<file path="src/sv/piecewise_linear_interp_assert.svh">
// ----------------------------------------------------------------------------
// piecewise_linear_interp_assert.svh
// Assertion macros used by the interpolator top module.
// ----------------------------------------------------------------------------
`ifndef PIECEWISE_LINEAR_INTERP_ASSERT_SVH
`define PIECEWISE_LINEAR_INTERP_ASSERT_SVH

// same-cycle implication
`define PLI_ASSERT_IMP(label, cond, prop, msg) \
  label: assert property (@(posedge clk) disable iff (rst) (cond) |-> (prop)) \
    else $error(msg);

// next-cycle implication
`define PLI_ASSERT_NXT(label, cond, prop, msg) \
  label: assert property (@(posedge clk) disable iff (rst) (cond) |=> (prop)) \
    else $error(msg);

`endif

</file>
<file path="src/sv/pli_pkg.sv">
// ----------------------------------------------------------------------------
// pli_pkg
// Shared constants and types of the piecewise linear interpolator.
// ----------------------------------------------------------------------------
`timescale 1ns / 1ps
`default_nettype none

package pli_pkg;

  localparam int MAX_POINTS = 16;
  localparam int IDX_W      = $clog2(MAX_POINTS);
  localparam int CNT_W      = 5;

  localparam int XY_W       = 16;
  localparam int FRAC_W     = 8;
  localparam int Q_W        = XY_W + FRAC_W;

  // divider: numerator magnitude, divisor, quotient, step counter
  localparam int NUM_W      = XY_W + Q_W;
  localparam int DEN_W      = XY_W;
  localparam int QUOT_W     = Q_W;
  localparam int STEP_W     = $clog2(QUOT_W);

  localparam logic KIND_LOAD  = 1'b0;
  localparam logic KIND_QUERY = 1'b1;

  typedef struct packed {
    logic                    wr_en;
    logic [IDX_W-1:0]        wr_addr;
    logic [XY_W-1:0]         wr_x;
    logic [XY_W-1:0]         wr_y;
    logic                    rd_en;
    logic [IDX_W-1:0]        rd_addr;
  } tbl_req_t;

endpackage

`default_nettype wire

</file>
<file path="src/sv/pli_table.sv">
// ----------------------------------------------------------------------------
// pli_table
// Breakpoint store: one write port, one read port with registered data.
// ----------------------------------------------------------------------------
`timescale 1ns / 1ps
`default_nettype none

module pli_table (
  input  wire logic                          clk,
  input  wire pli_pkg::tbl_req_t             req,
  output logic        [pli_pkg::XY_W-1:0]    rd_x,
  output logic        [pli_pkg::XY_W-1:0]    rd_y
);

  logic [pli_pkg::XY_W-1:0] mem_x [pli_pkg::MAX_POINTS];
  logic [pli_pkg::XY_W-1:0] mem_y [pli_pkg::MAX_POINTS];

  always_ff @(posedge clk) begin
    if (req.wr_en) begin
      mem_x[req.wr_addr] <= req.wr_x;
      mem_y[req.wr_addr] <= req.wr_y;
    end
    if (req.rd_en) begin
      rd_x <= mem_x[req.rd_addr];
      rd_y <= mem_y[req.rd_addr];
    end
  end

endmodule

`default_nettype wire

</file>
<file path="src/sv/pli_div.sv">
// ----------------------------------------------------------------------------
// pli_div
// Restoring divider, one quotient bit per cycle. The numerator's upper part
// must be below the divisor, so only QUOT_W steps are needed.
// ----------------------------------------------------------------------------
`timescale 1ns / 1ps
`default_nettype none

module pli_div (
  input  wire logic                          clk,
  input  wire logic                          rst,
  input  wire logic                          start,
  input  wire logic [pli_pkg::NUM_W-1:0]     num,
  input  wire logic [pli_pkg::DEN_W-1:0]     den,
  output logic                               done,
  output logic      [pli_pkg::QUOT_W-1:0]    quot
);

  logic [pli_pkg::DEN_W-1:0]   rem;
  logic [pli_pkg::QUOT_W-1:0]  shreg;
  logic [pli_pkg::STEP_W-1:0]  step;
  logic                        run;

  logic [pli_pkg::DEN_W:0]     trial;
  logic [pli_pkg::DEN_W+1:0]   diff;
  logic                        ge;

  assign trial = {rem, shreg[pli_pkg::QUOT_W-1]};
  assign diff  = {1'b0, trial} - {2'b00, den};
  assign ge    = ~diff[pli_pkg::DEN_W+1];
  assign quot  = shreg;

  always_ff @(posedge clk) begin
    if (rst) begin
      run  <= 1'b0;
      done <= 1'b0;
      step <= '0;
    end else begin
      done <= 1'b0;
      if (start) begin
        rem   <= num[pli_pkg::NUM_W-1:pli_pkg::QUOT_W];
        shreg <= num[pli_pkg::QUOT_W-1:0];
        step  <= pli_pkg::STEP_W'(pli_pkg::QUOT_W - 1);
        run   <= 1'b1;
      end else if (run) begin
        rem   <= ge ? diff[pli_pkg::DEN_W-1:0] : trial[pli_pkg::DEN_W-1:0];
        shreg <= {shreg[pli_pkg::QUOT_W-2:0], ge};
        if (step == '0) begin
          run  <= 1'b0;
          done <= 1'b1;
        end else begin
          step <= step - 1'b1;
        end
      end
    end
  end

endmodule

`default_nettype wire

</file>
<file path="src/sv/piecewise_linear_interp.sv">
// ----------------------------------------------------------------------------
// piecewise_linear_interp
// Breakpoint table with segment search and linear interpolation in Q16.8.
// ----------------------------------------------------------------------------
// A load transfer writes one breakpoint and gives no result. A query
// transfer scans the table one entry per cycle through the single read
// port, multiplies once and then runs a 24-step restoring divider: a query
// that hits a segment offers its interpolated result, while a miss over the
// points in use (point_count capped at 16), or fewer than two points,
// offers zero with hit low. The input is stalled while a query is in
// flight and while its finished result waits for a blocked output register;
// once the result sits in the output register the next transfer is accepted.
// point_count is set over the APB port at address 0 and must only be written
// while the block is idle.
// ----------------------------------------------------------------------------
`timescale 1ns / 1ps
`default_nettype none

`include "piecewise_linear_interp_assert.svh"

module piecewise_linear_interp (
  input  wire logic               clk,
  input  wire logic               rst,

  input  wire logic               psel,
  input  wire logic               penable,
  input  wire logic               pwrite,
  input  wire logic [1:0]         paddr,
  input  wire logic [31:0]        pwdata,
  output logic      [31:0]        prdata,
  output logic                    pready,

  input  wire logic               in_valid,
  output logic                    in_stall,
  input  wire logic               kind,
  input  wire logic [3:0]         load_index,
  input  wire logic signed [15:0] load_x,
  input  wire logic signed [15:0] load_y,
  input  wire logic signed [23:0] speed,

  output logic                    out_valid,
  input  wire logic               out_stall,
  output logic signed [23:0]      accel,
  output logic                    hit
);

  typedef enum logic [2:0] {
    ST_IDLE,
    ST_PRIME,
    ST_SCAN,
    ST_MUL,
    ST_DIVS,
    ST_DIV,
    ST_DONE
  } state_t;

  state_t state;

  logic [pli_pkg::CNT_W-1:0]        point_count;
  logic [pli_pkg::CNT_W-1:0]        n_eff;
  logic [pli_pkg::CNT_W-1:0]        n_last;

  logic signed [pli_pkg::Q_W-1:0]   query_speed;
  logic [pli_pkg::IDX_W-1:0]        idx;
  logic [pli_pkg::IDX_W-1:0]        last_idx;
  logic signed [pli_pkg::XY_W-1:0]  x0;
  logic signed [pli_pkg::XY_W-1:0]  y0;
  logic signed [pli_pkg::XY_W:0]    dy;
  logic [pli_pkg::DEN_W-1:0]        dx;
  logic [pli_pkg::Q_W-1:0]          off;
  logic signed [pli_pkg::XY_W+pli_pkg::Q_W+1:0] prod;
  logic [pli_pkg::XY_W+pli_pkg::Q_W+1:0]        prod_abs;
  logic signed [pli_pkg::Q_W-1:0]   acc;
  logic                             acc_hit;

  pli_pkg::tbl_req_t                tbl_req;
  logic [pli_pkg::XY_W-1:0]         rd_x;
  logic [pli_pkg::XY_W-1:0]         rd_y;

  logic                             div_start;
  logic                             div_done;
  logic [pli_pkg::QUOT_W-1:0]       quot;

  logic                             in_acc;
  logic                             cfg_wr;
  logic                             out_free;
  logic signed [pli_pkg::Q_W-1:0]   x0_q;
  logic signed [pli_pkg::Q_W-1:0]   x1_q;
  logic                             seg_hit;
  logic [pli_pkg::Q_W:0]            diff_off;
  logic [pli_pkg::Q_W:0]            q_signed;
  logic [pli_pkg::Q_W:0]            sum;

  // APB
  assign pready = 1'b1;
  assign cfg_wr = psel && penable && pwrite && (paddr == 2'd0);
  assign prdata = (paddr == 2'd0) ? {{(32-pli_pkg::CNT_W){1'b0}}, point_count} : 32'd0;

  assign in_stall = (state != ST_IDLE);
  assign in_acc   = in_valid && !in_stall;
  assign out_free = !out_valid || !out_stall;

  assign n_eff  = (point_count > pli_pkg::CNT_W'(pli_pkg::MAX_POINTS))
                  ? pli_pkg::CNT_W'(pli_pkg::MAX_POINTS) : point_count;
  assign n_last = n_eff - 1'b1;

  assign x0_q    = $signed({x0, {pli_pkg::FRAC_W{1'b0}}});
  assign x1_q    = $signed({rd_x, {pli_pkg::FRAC_W{1'b0}}});
  assign seg_hit = (query_speed >= x0_q) && (query_speed < x1_q);
  assign diff_off = {query_speed[pli_pkg::Q_W-1], query_speed} - {x0_q[pli_pkg::Q_W-1], x0_q};

  assign prod_abs  = prod[$bits(prod)-1] ? $bits(prod)'(-prod) : prod;
  assign div_start = (state == ST_DIVS);
  assign q_signed  = prod[$bits(prod)-1] ? (pli_pkg::Q_W+1)'(-{1'b0, quot}) : {1'b0, quot};
  assign sum       = {y0[pli_pkg::XY_W-1], y0, {pli_pkg::FRAC_W{1'b0}}} + q_signed;

  always_comb begin
    tbl_req.wr_en   = in_acc && (kind == pli_pkg::KIND_LOAD)
                      && ({1'b0, load_index} < (pli_pkg::IDX_W+1)'(pli_pkg::MAX_POINTS));
    tbl_req.wr_addr = load_index[pli_pkg::IDX_W-1:0];
    tbl_req.wr_x    = load_x;
    tbl_req.wr_y    = load_y;
    tbl_req.rd_en   = (in_acc && (kind == pli_pkg::KIND_QUERY))
                      || (state == ST_PRIME) || (state == ST_SCAN);
    case (state)
      ST_PRIME: tbl_req.rd_addr = idx;
      ST_SCAN:  tbl_req.rd_addr = idx + 1'b1;
      default:  tbl_req.rd_addr = '0;
    endcase
  end

  pli_table u_table (
    .clk  (clk),
    .req  (tbl_req),
    .rd_x (rd_x),
    .rd_y (rd_y)
  );

  pli_div u_div (
    .clk   (clk),
    .rst   (rst),
    .start (div_start),
    .num   (prod_abs[pli_pkg::NUM_W-1:0]),
    .den   (dx),
    .done  (div_done),
    .quot  (quot)
  );

  always_ff @(posedge clk) begin
    if (rst) begin
      point_count <= '0;
    end else if (cfg_wr) begin
      point_count <= pwdata[pli_pkg::CNT_W-1:0];
    end
  end

  always_ff @(posedge clk) begin
    if (rst) begin
      state     <= ST_IDLE;
      out_valid <= 1'b0;
      idx       <= '0;
    end else begin
      if ((state == ST_DONE) && out_free) begin
        out_valid <= 1'b1;
      end else if (out_valid && !out_stall) begin
        out_valid <= 1'b0;
      end
      case (state)
        ST_IDLE: begin
          if (in_acc && (kind == pli_pkg::KIND_QUERY)) begin
            query_speed <= speed;
            last_idx    <= n_last[pli_pkg::IDX_W-1:0];
            idx         <= pli_pkg::IDX_W'(1);
            if (n_eff < pli_pkg::CNT_W'(2)) begin
              acc     <= '0;
              acc_hit <= 1'b0;
              state   <= ST_DONE;
            end else begin
              state   <= ST_PRIME;
            end
          end
        end
        ST_PRIME: begin
          x0    <= $signed(rd_x);
          y0    <= $signed(rd_y);
          state <= ST_SCAN;
        end
        ST_SCAN: begin
          if (seg_hit) begin
            dy    <= $signed({rd_y[pli_pkg::XY_W-1], rd_y}) - $signed({y0[pli_pkg::XY_W-1], y0});
            dx    <= rd_x - x0;
            off   <= diff_off[pli_pkg::Q_W-1:0];
            state <= ST_MUL;
          end else if (idx == last_idx) begin
            acc     <= '0;
            acc_hit <= 1'b0;
            state   <= ST_DONE;
          end else begin
            x0  <= $signed(rd_x);
            y0  <= $signed(rd_y);
            idx <= idx + 1'b1;
          end
        end
        ST_MUL: begin
          prod  <= dy * $signed({1'b0, off});
          state <= ST_DIVS;
        end
        ST_DIVS: begin
          state <= ST_DIV;
        end
        ST_DIV: begin
          if (div_done) begin
            acc     <= $signed(sum[pli_pkg::Q_W-1:0]);
            acc_hit <= 1'b1;
            state   <= ST_DONE;
          end
        end
        ST_DONE: begin
          if (out_free) begin
            accel     <= acc;
            hit       <= acc_hit;
            state     <= ST_IDLE;
          end
        end
        default: begin
          state <= ST_IDLE;
        end
      endcase
    end
  end

  `PLI_ASSERT_IMP(a_miss_is_zero, out_valid && !hit, accel == '0, "miss result not zero")
  `PLI_ASSERT_IMP(a_div_done_state, div_done, state == ST_DIV, "divider done outside wait")
  `PLI_ASSERT_IMP(a_scan_bound, state == ST_SCAN, idx <= last_idx, "scan ran past last point")
  `PLI_ASSERT_NXT(a_query_busy, in_acc && (kind == pli_pkg::KIND_QUERY), in_stall,
                  "query accepted without going busy")

endmodule

`default_nettype wire
</file>
<file path="config.mk">
export PLATFORM = sky130hd
export DESIGN_NAME = piecewise_linear_interp
export DESIGN_NICKNAME = d
export VERILOG_FILES = /design/src/sv/pli_pkg.sv /design/src/sv/pli_table.sv /design/src/sv/pli_div.sv /design/src/sv/piecewise_linear_interp.sv
export VERILOG_INCLUDE_DIRS = /design/src /design/src/sv
export SDC_FILE = /design/constraint.sdc
export NUM_CORES = 2
export LEC_CHECK = 0
export ABC_AREA = 0
export BUFFER_PORTS_ARGS = -buffer_cell sky130_fd_sc_hd__clkbuf_2
export CAP_MARGIN = 20
export CORE_ASPECT_RATIO = 1.2
export CORE_MARGIN = 2
export CORE_UTILIZATION = 49
export DETAILED_ROUTE_END_ITERATION = 16
export PLACE_DENSITY = 0.71
export SETUP_SLACK_MARGIN = 0.1
export SLEW_MARGIN = 30
export SYNTH_ARGS = -nofsm -noshare
export SYNTH_HDL_FRONTEND = slang
export SYNTH_HIERARCHICAL = 1
export SYNTH_SLANG_ARGS = --single-unit
</file>
<file path="constraint.sdc">
create_clock -name clk -period 9.3 [get_ports clk]
set_clock_uncertainty 0.2 [all_clocks]
set_input_delay 1.86 -clock clk [delete_from_list [all_inputs] [get_ports clk]]
set_output_delay 1.86 -clock clk [all_outputs]
set_load 0.05 [all_outputs]
</file>
==> metrics.md <==
| Metric | Value |
|---|---|
| CP Data Arrival Time | 7.93 ns |
| Core box area | 0.0985 mm² |
| FILL cells | 7948 |
| Final core utilization | 54.6% |
| Vias | 29100 |
| Area of the multi-input gates | 0.0222 mm² |
| Setup ws final | 1.55 ns |
| CTS tree | built |
| Final count of hold timing violations | 0 |
| Total CTS buffers | 84 |
| Mean Syn Cell Area | 13.1 µm² |
| Crit path to | prod[28] |
| Crit. End Element | flop |
| Largest net degree at the start of global routing | 129 |
| Port bufs | 106 |
| Wirelength per Cell | 21.0 µm |
| Final setup viols | 0 |
| Clk Latency, worst-skew pair | 0.65 ns |
| Reg-to-reg endpoint | prod[28] |
| Max-cap violations | 0 |
| CTS max path bufs | 3 |
| Outcome | complete, no violations |
| Fmax achieved | 129 MHz |
| R2R setup slack | 1.55 ns |
| Synth unique cells | 88 |
| Setup WS pre-CTS | 1.55 ns |
| Worst Hold Launch | acc[15] |
| Synthesized area | 0.0487 mm² |
| Synth warn | 6 |
| CTS Hold Bufs | 0 |
| Reg area | 0.0242 mm² |
| Yosys top cell area share | 48.8% |
| CP startpoint kind | flop |
| Rel. slew slack | 33.6% |
| Sink Count | 812 |
| Top post-synthesis cells by area | edfxtp_1 49%, fa_1 14%, ha_1 6.2% |
| Post-synth EDFFs | 792 |
| Wirelength, routed | 109000 µm |
| Die Ht | 349 µm |
| Std-Cell Rows | 126 |
| Fin. max-slew vios | 0 |
| Worst reg-to-reg path cell count | 21 |
| Final GP Congestion | 0.879 |
| Vias in the first global route | 30600 |
| # IOs | 162 |
| Hold crit path type | flop to flop |
| Nets | 4498 |
| Top FF cell, synth | edfxtp_1 |
| Crit Path Max Fanout | 16 |
| DP HPWL | 74500 µm |
| Area Growth Syn to Fin | 10.3% |
| Share of layout cells above drive strength 1 | 12.9% |
| Type of the worst setup path | flop to flop |
| Post-CTS Setup Inserts | 0 |
| Hold slack | 0.219 ns |
| Root Buffer | clkbuf_16 |
| Worst-path clk slew | 0.07 ns |
| Post-route minimum period | 7.75 ns |
| Critical Path RT | 9.48 ns |
| Hold Path Depth | 0 |
| Mapped Cells | 3711 |
| CP Launch Point | dy[11] |
| Post-CTS sizing | 0 |
| Horiz. Die Dim | 292 µm |
| Drt first pass iters | 5 |
| Remaining DRCs | 0 |
| RSZ-0062 raised after global routing | false |
| Worst Tran Pin Value | 0.996 ns |
| Gr usage total | 21.9% |
| GRT Residual Overflow | 0 |
| Largest area contributor in the netlist | edfxtp_1 |
| Seq/Total Area, Yosys | 49.6% |
| Routed Antenna Nets | 0 |
| Initial antenna violation count | 7 |
| Post-synth ARST share | 0% |
| DIE AREA | 0.102 mm² |
| Final period utilization | 83.4% |
| First-pass GRT wire length | 172000 µm |
| Depth of the CTS H-tree | 3 |
| Initial DRC count | 2002 |
| Starting Density | 49.4% |
| Fin Setup TNS | 0 ns |
| FF+latch count, synth | 812 |
| Via-per-instance ratio | 5.62 |
| Crit Reg-Reg Startpoint | dy[11] |
## worst max-delay path: stages, from the launching register on
cell       delay, ns
edfxtp_1        0.78
buf_4           0.38
nand2_1         0.10
fa_1            0.51
inv_1           0.05
fa_1            0.48
fa_1            0.54
fa_1            0.56
fa_1            0.58
inv_1           0.07
fa_1            0.54
inv_1           0.04
ha_1            0.36
and3_1          0.24
nand3_1         0.16
a2111oi_0       0.37
buf_4           0.20
o21bai_1        0.10
a211oi_1        0.43
o31a_1          0.22
o31ai_1         0.10
o311ai_0        0.46
## logic make-up (layout without fill, tap and decap cells)
group / after synthesis / count (layout) / share of synthesized area (%)
AO/OA/AOI/OAI: 436 / 436 / 6.26
XOR/XNOR: 151 / 151 / 2.71
adder cells (fa/ha/maj): 575 / 575 / 19.9
buffers and inverters: 662 / 818 / 5.42
flip-flops: 812 / 812 / 49.6
multiplexers: 163 / 163 / 6.70
other: 2 / 29 / 0.0154
AND/OR/NAND/NOR: 910 / 910 / 9.32
## cell type report
class / instances / share of cell area (%)
Sequential cell: 812 / 45.0
Multi-Input combinational cell: 2263 / 41.3
Timing Repair Buffer: 160 / 1.81
Antenna cell: 1 / 0.00466
Inverter: 500 / 3.49
Tap cell: 1280 / 2.98
Clock inverter: 60 / 1.28
Clock buffer: 98 / 4.18
## worst min path at each step
stage	end
after floorplan	accel[0]
after global placement	accel[11]
after detailed placement	accel[15]
after CTS	accel[15]
after global routing	accel[0]
final	accel[15]
## synthesized netlist by cell type, drive strengths merged, types with 36 or more instances
master  instances
a21oi          83
mux4          128
a22oi          66
nor3           37
nor2          149
ha            241
clkbuf        101
a21o           36
edfxtp        792
fa            334
nand2         321
inv           499
nand2b         40
xor2           36
buf            61
o21ai          61
and2          199
xnor2         115
## layer usage
layer / track usage, % / up-vias / part of all wire (%) / wire length, µm
met5: 0 / - / 0.047 / 51
met4: 6.90 / 8 / 2.9 / 3140
met3: 3.21 / 176 / 5.3 / 5810
met2: 40.1 / 801 / 53 / 57900
met1: 26.6 / 14900 / 39 / 42000
li1: - / 13200 / - / -
## stage by stage
stage | area [µm²] | instances
detailed placement | 50800 | 5015
finish | 53800 | 5174
global placement | 50800 | 5012
floorplan | 48800 | 3737
CTS | 53700 | 5173
global route | 53800 | 5174
## state kept, by name (all words and copies together), names as in the netlist, 5 cells and up
signal and flops:
prod 41, u_table/mem_y 256, dy 17, x0 16
accel 24, u_table/rd_y 16, acc 24, u_div/quot 24
dx 16, y0 16, query_speed 24, u_table/mem_x 256
u_div/rem 16, u_table/rd_x 16, point_count 5, u_div/step 5
off 24
## cells in the final DEF, fill, tap and decap left out, types with 66 or more instances in the layout
master,instances
mux4_2,128
inv_1,499
xnor2_1,115
clkbuf_2,106
nand2_1,321
a21oi_1,83
fa_1,334
clkbuf_16,86
nor2_1,131
and2_1,198
ha_1,241
a22oi_1,66
edfxtp_1,792
Power is not shown: default switching activity piles up to over one toggle a cycle in this logic, so the estimate is an artifact.
